### src/rtl/core/prt_pkg.sv
// prt_pkg: shared types and codes for the pending request table
// no dependencies
package prt_pkg;

    typedef enum logic [2:0] {
        ACT_INSERT  = 3'd0,
        ACT_LOOKUP  = 3'd1,
        ACT_LOOKRM  = 3'd2,
        ACT_RMHDL   = 3'd3,
        ACT_EXPIRE  = 3'd4,
        ACT_POP     = 3'd5
    } t_action;

    localparam logic [1:0] ST_OK   = 2'd0;
    localparam logic [1:0] ST_MISS = 2'd1;
    localparam logic [1:0] ST_FULL = 2'd2;

    typedef struct packed {
        logic [31:0] seq;
        logic [31:0] handle;
        logic [31:0] prior;
        logic [31:0] stamp;
    } t_entry;

    // per-operation control broadcast to every cell
    typedef struct packed {
        logic        ins;
        logic        match_seq;
        logic        match_hdl;
        logic        expire;
        logic        ignore;
        logic        first_only;
        logic        do_remove;
        logic [31:0] key;
        logic [31:0] now;
        logic [31:0] age;
    } t_cmd;

    typedef enum logic [1:0] {
        S_IDLE = 2'd0,
        S_EXEC = 2'd1,
        S_OUT  = 2'd2
    } t_state;

endpackage

### src/rtl/core/prt_cell.sv
// prt_cell: one table slot; evaluates its match and shifts toward the head
// depends on prt_pkg
module prt_cell (
    input  logic            i_clk,
    input  logic            i_rst_n,
    input  prt_pkg::t_cmd   i_cmd,
    input  logic            i_exec,
    input  logic            i_load,
    input  prt_pkg::t_entry i_new,
    input  logic            i_hit_before,
    input  logic            i_drop_before,
    input  logic            i_up_valid,
    input  logic            i_up_drop,
    input  prt_pkg::t_entry i_up_entry,
    output logic            o_valid,
    output logic            o_hit,
    output logic            o_drop,
    output prt_pkg::t_entry o_entry
);
    logic            r_valid;
    prt_pkg::t_entry r_entry;
    logic            w_match;
    logic            w_expired;

    assign w_expired = (i_cmd.age == 32'd0) || ((i_cmd.now - r_entry.stamp) >= i_cmd.age);
    always_comb begin
        w_match = 1'b0;
        if (i_cmd.match_seq) w_match = r_entry.seq == i_cmd.key;
        if (i_cmd.match_hdl) w_match = r_entry.handle == i_cmd.key;
        if (i_cmd.expire)    w_match = i_cmd.ignore || w_expired;
    end
    assign o_hit  = r_valid && w_match && !(i_cmd.first_only && i_hit_before);
    assign o_drop = o_hit && i_cmd.do_remove;

    // a single drop shifts later cells down by one; multi drops repeat over cycles
    always_ff @(posedge i_clk) begin
        if (!i_rst_n) begin
            r_valid <= 1'b0;
        end else if (i_load) begin
            r_valid <= 1'b1;
            r_entry <= i_new;
        end else if (i_exec && (i_drop_before || o_drop)) begin
            r_valid <= i_up_valid && !i_up_drop;
            r_entry <= i_up_entry;
        end
    end
    assign o_valid = r_valid;
    assign o_entry = r_entry;
endmodule

### config.mk
export PLATFORM = sky130hd
export DESIGN_NAME = prt_cell
export DESIGN_NICKNAME = d
export VERILOG_FILES = /design/src/rtl/core/prt_pkg.sv /design/src/rtl/core/prt_cell.sv
export SDC_FILE = /design/constraint.sdc
export NUM_CORES = 1
export LEC_CHECK = 0
export ABC_AREA = 1
export BUFFER_PORTS_ARGS = -buffer_cell sky130_fd_sc_hd__buf_2
export CAP_MARGIN = 40
export CORE_AREA = 3 3 192 194
export CTS_BUF_LIST = sky130_fd_sc_hd__clkbuf_2 sky130_fd_sc_hd__clkbuf_4 sky130_fd_sc_hd__clkbuf_8
export DETAILED_ROUTE_END_ITERATION = 8
export DIE_AREA = 0 0 195 197
export PLACE_DENSITY = 0.5
export SYNTH_ARGS = -nofsm -noshare
export SYNTH_HDL_FRONTEND = slang
export SYNTH_SLANG_ARGS = --single-unit
### constraint.sdc
create_clock -name i_clk -period 25.5 [get_ports i_clk]
set_input_delay 6.375 -clock i_clk [delete_from_list [all_inputs] [get_ports i_clk]]
set_output_delay 6.375 -clock i_clk [all_outputs]
set_load 0.03 [all_outputs]
==> impl_metrics.json, run 1 <==
{
  "status": "complete, no violations",
  "fin_cells": 2167,
  "cpMaxStageDelayCell": "fa_1",
  "path_common_cell": "nand2_1",
  "syn_area_per_cell_um2": 7.622,
  "crit_path_max_fanout": 3,
  "antenna_found_initial": 2,
  "syn_area_um2": 9131,
  "busiest_layer": "met2",
  "power_density_nw_per_um2": 50.94,
  "numCtsBuffers": 17,
  "place.gp.congestion": 0.8541,
  "worst-path-stages": 25,
  "syn_nets": 1629,
  "final_nets": 2122,
  "fp-row-count": 69,
  "vias_per_cell": 4.241,
  "via_count": 9191,
  "die_area_um2": 38420,
  "vdd_drop_max_v": 0.00002846,
  "synthXorXnorAreaFrac": 0.06522,
  "yosysUniqueCellTypes": 41,
  "synthToLayoutAreaGrowth_pct": 37.68,
  "yosys-top-cells-count": "555 x nand2_1, 157 x inv_1, 128 x edfxtp_1",
  "drtIter0Drc": 375,
  "drv_cap": 0,
  "worstPathRequired_ps": 19120,
  "num_io_pins": 498,
  "start_util": 0.2580,
  "fin_tns_setup_ps": 0,
  "hold_ws_ps": 576.9,
  "synth.most_common_cell": "nand2_1",
  "grt_max_degree": 92,
  "synth_top_family_by_area": "simple AND/OR/NAND/NOR gates",
  "clkTransAtPathRegs_ps": 80,
  "synth.area.top_cells": "edfxtp_1 42%, nand2_1 23%, ha_1 8.6%",
  "htree_levels": 4,
  "max-clock-path-buffers": 2,
  "overflow": 0,
  "clock_latency_ps": 480,
  "p_leak_nw": 6.815,
  "hold_viol_final": 0,
  "power_mw": 0.6405,
  "cts.sinks": 129,
  "rrSetupSlack_ps": 20140,
  "synthArstFlopShare": 0,
  "fp.dieW_um": 195,
  "die_y_um": 197,
  "ant_nets": 0,
  "drtPass1Iterations": 5,
  "routed_wl_mm": 35.41,
  "rsz0062_at_grt": "no",
  "hold_buffers": 0,
  "synthFlopType": "edfxtp_1",
  "met3_usage": 0.04427,
  "finalCriticalPeriod_ps": 16010,
  "fin_skew_ps": 19.42,
  "critical_path.top_delay_family": "simple AND/OR/NAND/NOR gates",
  "wl_per_cell_um": 16.34,
  "coreArea_um2": 35400,
  "fill_cells": 3872,
  "ys_seq_elements": 129,
  "root_buffer": "clkbuf_8",
  "post_cts_buffers": 0,
  "min_path_type": "reg2reg",
  "drc": 0,
  "drive_gt1_frac": 0.3239,
  "worstReg2RegEnd": "o_entry[79]",
  "fmax_mhz": 62.48,
  "cts.repair.resized": 0,
  "synth_cells": 1198,
  "grt_pass1_vias": 9430,
  "slowest_delay_ps": 400,
  "met1_usage": 0.1965,
  "portBuffers": 496,
  "reg2reg_from": "o_entry[0]",
  "grt_use_met2": 0.3405,
  "reg2reg_depth": 27,
  "finalMaxSlewViolations": 0,
  "synth_edf_count": 128,
  "endpoint": "o_drop",
  "synth.mux.area_fraction": 0,
  "grt_first_pass_wirelength_mm": 52.27,
  "synth-simple-area-share": 0.2797,
  "yosys_warnings": 0,
  "synth-compound-area-share": 0.06700,
  "slew_headroom": 0.3925,
  "critPathLaunch": "i_cmd[32]",
  "dp_cells": 2133,
  "arrival_ps": 9630,
  "cts_tree": "done",
  "grtUsageTotal": 0.1783,
  "synth_top_area_share": 0.4209,
  "final_core_util": 0.3552,
  "finalSetupViolCount": 0,
  "yosys.area.top_type": "edfxtp_1",
  "startpoint_type": "input port",
  "hpwl_mm": 30.03,
  "path_class": "in2out",
  "worst_slew_pin_slew_ps": 911.3,
  "synth.yosys.seq_area_share": 0.4231,
  "synth_fa_ha_area_frac": 0.08852,
  "crit_path_end_kind": "output port",
  "cp_num_buf_inv": 5,
  "period_share": 0.6277
}
[cell families (layout without fill, tap and decap cells)]
kind of cell / after synthesis / in the layout
compound gates: 99 / 99
xor+xnor: 68 / 68
fa+ha+maj: 64 / 64
buf+inv: 186 / 692
flops: 129 / 129
other cells: 0 / 2
simple gates: 652 / 652
[layer usage]
layer | vias to the layer above | wire [µm]
met3 | 24 | 2206
met2 | 279 | 19040
met4 | 0 | 500
li1 | 4799 | -
met5 | - | 0
met1 | 4089 | 13670
[tightest hold or removal path: stages (launching register included)]
cell	delay (ps)
dfxtp_1	320
inv_1	70
nand3_1	70
nand2_1	60
nor2_1	30
[worst min-delay path by stage]
stage	start	to	depth (start not counted)
4_1_cts	o_valid	o_valid	4
5_1_grt	o_valid	o_valid	4
6_report	o_valid	o_valid	4
3_5_place_dp	o_valid	o_valid	4
2_1_floorplan	o_valid	o_valid	4
3_3_place_gp	o_valid	o_valid	4
[metrics by stage]
stage | cell area (µm²) | setup WS [ps]
after CTS | 12570 | 9429
after detailed placement | 12170 | 9427
after global placement | 12140 | 9415
final | 12570 | 9494
after global routing | 12570 | 9191
after floorplan | 9131 | 9731
[area by class of cell]
class                      instances  area [µm²]  share of cell area
timing repair buffer             502        2550              0.2028
clock buffer                      17       234.0             0.01861
inverter                         158       595.6             0.04737
multi-input combinational        883        4581              0.3643
sequential                       129        3864              0.3073
tap                              461       576.8             0.04588
antenna                            2       5.005           0.0003981
clock inverter                    15       166.4             0.01324
[report_power, final]
| group | leakage (nW) | internal (mW) | switching, mW |
|---|---|---|---|
| Combinational | 5.38 | 0.0744 | 0.120 |
| Sequential | 1.24 | 0.250 | 0.00795 |
| Clock | 0.200 | 0.0819 | 0.106 |
[layout by cell type (no fill, tap or decap), types with 3 or more instances in the layout]
cell / instances
xnor2_1: 47
o21ai_1: 4
nor4_1: 10
inv_6: 3
nor3_1: 8
clkbuf_8: 17
o21bai_1: 3
buf_4: 6
xor2_1: 21
nand3_1: 22
inv_8: 5
o21a_1: 3
o21ai_0: 18
buf_2: 495
edfxtp_1: 128
a21oi_1: 49
inv_1: 157
a21o_1: 3
ha_1: 63
nand2_1: 555
nor2_1: 44
nand4_1: 7
[sequential cells by signal, summed over array words and instances, names as in the netlist]
signal / count
o_entry: 128
o_valid: 1
Power figures use the tool's default switching activity.
==> run 2, diff against run 1 <==
clock period = 16.6 ns   (was 25.5 ns; I/O delays follow)
==> impl_metrics.json, run 2 (synthesis results as in run 1) <==
{
  "grt_first_pass_wirelength_mm": 52.35,
  "num_io_pins": 498,
  "grt_pass1_vias": 9477,
  "crit_path_end_kind": "output port",
  "crit_path_max_fanout": 3,
  "dp_cells": 2133,
  "htree_levels": 4,
  "clock_latency_ps": 470,
  "layout_common_cells": "555 x nand2_1, 495 x buf_2, 157 x inv_1",
  "critical_path.top_delay_family": "simple AND/OR/NAND/NOR gates",
  "drtPass1Iterations": 7,
  "start_util": 0.2580,
  "fin_tns_setup_ps": 0,
  "cts.sinks": 129,
  "worst_slew_pin_slew_ps": 914.6,
  "vdd_drop_max_v": 0.00004564,
  "hpwl_mm": 29.97,
  "hold_buffers": 0,
  "fin_cells": 2167,
  "finalCriticalPeriod_ps": 11590,
  "register_area_um2": 3864,
  "arrival_ps": 7440,
  "slew_headroom": 0.3902,
  "fp.dieW_um": 195,
  "grtUsageTotal": 0.1774,
  "routed_wl_mm": 35.19,
  "multi_input_area_um2": 4581,
  "cts.repair.resized": 0,
  "worstPathRequired_ps": 12450,
  "grt_max_degree": 92,
  "wl_per_cell_um": 16.24,
  "hold_path_depth": 4,
  "layout_commonest_cell": "nand2_1",
  "reg2reg_depth": 27,
  "post_cts_buffers": 0,
  "rsz0062_at_grt": "no",
  "cts_tree": "done",
  "coreArea_um2": 35400,
  "root_buffer": "clkbuf_8",
  "hold_viol_final": 0,
  "via_count": 9220,
  "power_density_nw_per_um2": 78.30,
  "fp-row-count": 69,
  "fmax_mhz": 86.25,
  "p_leak_nw": 6.815,
  "fin_skew_ps": 16.20,
  "status": "complete, no violations",
  "cp_num_buf_inv": 5,
  "min_path_type": "reg2reg",
  "worst-path-stages": 25,
  "path_class": "in2out",
  "place.gp.congestion": 0.8479,
  "antenna_found_initial": 3,
  "portBuffers": 496,
  "max-clock-path-buffers": 2,
  "period_share": 0.6985,
  "largest_register_ffs": 128,
  "finalSetupViolCount": 0,
  "drc": 0,
  "ant_nets": 0,
  "final_nets": 2122,
  "clkTransAtPathRegs_ps": 80,
  "drive_gt1_frac": 0.3239,
  "startpoint_type": "input port",
  "numCtsBuffers": 17,
  "overflow": 0,
  "die_y_um": 197,
  "synthToLayoutAreaGrowth_pct": 37.68,
  "slowest_delay_ps": 400,
  "vias_per_cell": 4.255,
  "drtIter0Drc": 374,
  "finalMaxSlewViolations": 0,
  "power_mw": 0.9843,
  "path_common_cell": "nand2_1",
  "fill_cells": 3883,
  "cpMaxStageDelayCell": "fa_1",
  "drv_cap": 0,
  "die_area_um2": 38420
}
==> run 2: layer usage <==
layer  global-route usage  routed length [µm]  vias up
li1                     -                   -     4798
met1               0.1954               13550     4103
met2               0.3345               18740      290
met3              0.04786                2264       27
met4              0.05096                 620        2
met5                    0                  13        -
==> run 2: cell type report <==
type | instances | area share
Inverter | 158 | 0.04737
Clock inverter | 15 | 0.01324
Tap cell | 461 | 0.04588
Clock buffer | 17 | 0.01861
Antenna cell | 2 | 0.0003981
Multi-Input combinational cell | 883 | 0.3643
Timing Repair Buffer | 502 | 0.2028
Sequential cell | 129 | 0.3073
==> run 2: tightest hold or removal path: stages, from the launching register on <==
cell	delay (ps)
dfxtp_1	320
inv_1	70
nand3_1	70
nand2_1	60
nor2_1	40
==> run 2: worst paths after layout <==
| check | to | slack, ps | startpoint |
|---|---|---|---|
| max | o_drop | 5010 | i_cmd[32] |
| min reg2reg | o_valid | 580 | o_valid |
| min | o_valid | 580 | o_valid |
| max reg2reg | o_entry[35] | 11220 | o_entry[0] |
==> run 2: power by group <==
part           internal [mW]  leakage, nW  switching, mW
logic                  0.114         5.38          0.184
registers              0.384         1.24         0.0120
clock network          0.126        0.200          0.163
total                  0.625         6.82          0.360
==> run 2: through the flow <==
stage / worst slack [ps] / util / area (µm²) / hold slack (ps)
after detailed placement: 4947 / 0.3437 / 12170 / 561.7
after global placement: 4963 / 0.3429 / 12140 / 563.6
after floorplan: 3056 / - / 9131 / 684.8
after global routing: 4680 / 0.3552 / 12570 / 626.5
after CTS: 4946 / 0.3550 / 12570 / 576.8
final: 5005 / 0.3552 / 12570 / 584.4
==> run 3, diff against run 2 <==
CORE_AREA = 3 3 191 193   (was 3 3 192 194)
DIE_AREA = 0 0 194 196   (was 0 0 195 197)
PLACE_DENSITY = 0.52   (was 0.5)
clock period = 9.4 ns   (was 16.6 ns; I/O delays follow)
==> impl_metrics.json, run 3 (synthesis results as in run 1) <==
{
  "status": "complete, no violations",
  "routed_wl_mm": 34.65,
  "drv_cap": 0,
  "grtUsageTotal": 0.1749,
  "rsz0062_at_grt": "no",
  "final_core_util": 0.3626,
  "synthToLayoutAreaGrowth_pct": 37.85,
  "layout_common_cells": "555 x nand2_1, 495 x buf_2, 157 x inv_1",
  "fp.dieW_um": 194,
  "place.gp.congestion": 0.8832,
  "die_area_um2": 38020,
  "fmax_mhz": 125.8,
  "worst_slew_pin_slew_ps": 841.8,
  "root_buffer": "clkbuf_8",
  "met3_length_mm": 2.209,
  "slew_headroom": 0.4388,
  "overflow": 0,
  "drtIter0Drc": 425,
  "fill_cells": 3736,
  "fin_tns_setup_ps": 0,
  "num_io_pins": 498,
  "clock_latency_ps": 480,
  "min_path_type": "reg2reg",
  "p_leak_nw": 6.823,
  "drive_gt1_frac": 0.3243,
  "wl_per_cell_um": 16.04,
  "grt_pass1_vias": 9238,
  "die_y_um": 196,
  "layout_commonest_cell": "nand2_1",
  "htree_levels": 4,
  "worstPathRequired_ps": 7050,
  "portBuffers": 496,
  "crit_path_max_fanout": 3,
  "vias_per_cell": 4.277,
  "dr.max_layer_used": "met5",
  "crit_path_end_kind": "output port",
  "ant_nets": 0,
  "vdd_drop_max_v": 0.00008275,
  "finalCriticalPeriod_ps": 7948,
  "via_count": 9239,
  "dp_cells": 2128,
  "period_share": 0.8455,
  "fin_skew_ps": 9.455,
  "cts.sinks": 129,
  "startpoint_type": "input port",
  "grt_max_degree": 87,
  "final_nets": 2123,
  "cts.repair.resized": 0,
  "dr_wl_met2_mm": 18.43,
  "clkTransAtPathRegs_ps": 80,
  "fp-row-count": 68,
  "cts_tree": "done",
  "grt_first_pass_wirelength_mm": 50.69,
  "hold_buffers": 0,
  "hold_viol_final": 0,
  "fin_cells": 2160,
  "numCtsBuffers": 17,
  "finalSetupViolCount": 0,
  "finalMaxSlewViolations": 0,
  "start_util": 0.2630,
  "power_density_nw_per_um2": 136.9,
  "arrival_ps": 5600,
  "wl_met1_mm": 13.22,
  "post_dp_cell_area_um2": 12190,
  "hpwl_mm": 29.70,
  "antenna_found_initial": 1,
  "post_cts_buffers": 0,
  "drtPass1Iterations": 5,
  "largest_register_ffs": 128,
  "coreArea_um2": 34710,
  "fin_area_um2": 12590,
  "antenna_cells_inserted": 0,
  "path_class": "in2out",
  "max-clock-path-buffers": 2,
  "drc": 0
}
[run 3: cell count changes in the layout (fill, tap and decap cells not counted), sizes merged]
cell      delta
inv          -4
clkbuf       +1
clkinv       +1
buf          +1
bufinv       +1
clkinvlp     +1
diode        -2
[run 3: per-stage QoR]
stage	setup WS [ps]	power (mW)	hold WS, ps
CTS	1398	1.750	621.5
global placement	1416	1.238	608.5
finish	1452	1.724	613.0
floorplan	301.2	1.040	685.4
global route	1131	1.835	680.7
detailed placement	1402	1.249	607.0
[run 3: worst max-delay path: stages]
cell and delay (ps):
buf_2 90, inv_1 50, ha_1 130, inv_1 60, fa_1 400, nand3_1 100
nand2_1 80, nand3_1 90, nand2_2 100, a21o_4 240, a21oi_2 160, o21ai_1 130
xor2_1 170, ha_1 310, nand4_1 100, nor3_1 140, nand2_1 70, nand2_1 90
nand2_1 60, nand2_1 70, nand2_1 50, nand2_1 150, nand3_1 130, inv_1 60
buf_2 200
[run 3: power by group]
| part | switching, mW | total (mW) | leakage [nW] | internal [mW] |
|---|---|---|---|---|
| combinational | 0.327 | 0.530 | 5.39 | 0.203 |
| clock | 0.254 | 0.495 | 0.194 | 0.241 |
| sequential | 0.0195 | 0.698 | 1.24 | 0.679 |
[run 3: final timing paths]
| path | from | endpoint | slack [ps] | cells past startpoint |
|---|---|---|---|---|
| max reg2reg | o_entry[0] | o_entry[76] | 4730 | 26 |
| min | o_valid | o_valid | 610 | 4 |
| min reg2reg | o_valid | o_valid | 610 | 4 |
| max | i_cmd[32] | o_drop | 1450 | 25 |
[run 3: layout make-up]
type,instances,area [µm²],area share
Inverter,158,595.6,0.04732
Sequential cell,129,3864,0.3070
Clock buffer,18,241.5,0.01918
Multi-Input combinational cell,883,4581,0.3639
Timing Repair Buffer,503,2582,0.2052
Tap cell,455,569.3,0.04523
Clock inverter,14,153.9,0.01223
[run 3: metal layers]
| metal | global-route usage | vias to the layer above |
|---|---|---|
| met5 | 0 | - |
| met4 | 0.05293 | 2 |
| met3 | 0.04499 | 43 |
| met2 | 0.3341 | 334 |
| met1 | 0.1890 | 4062 |
| li1 | - | 4798 |
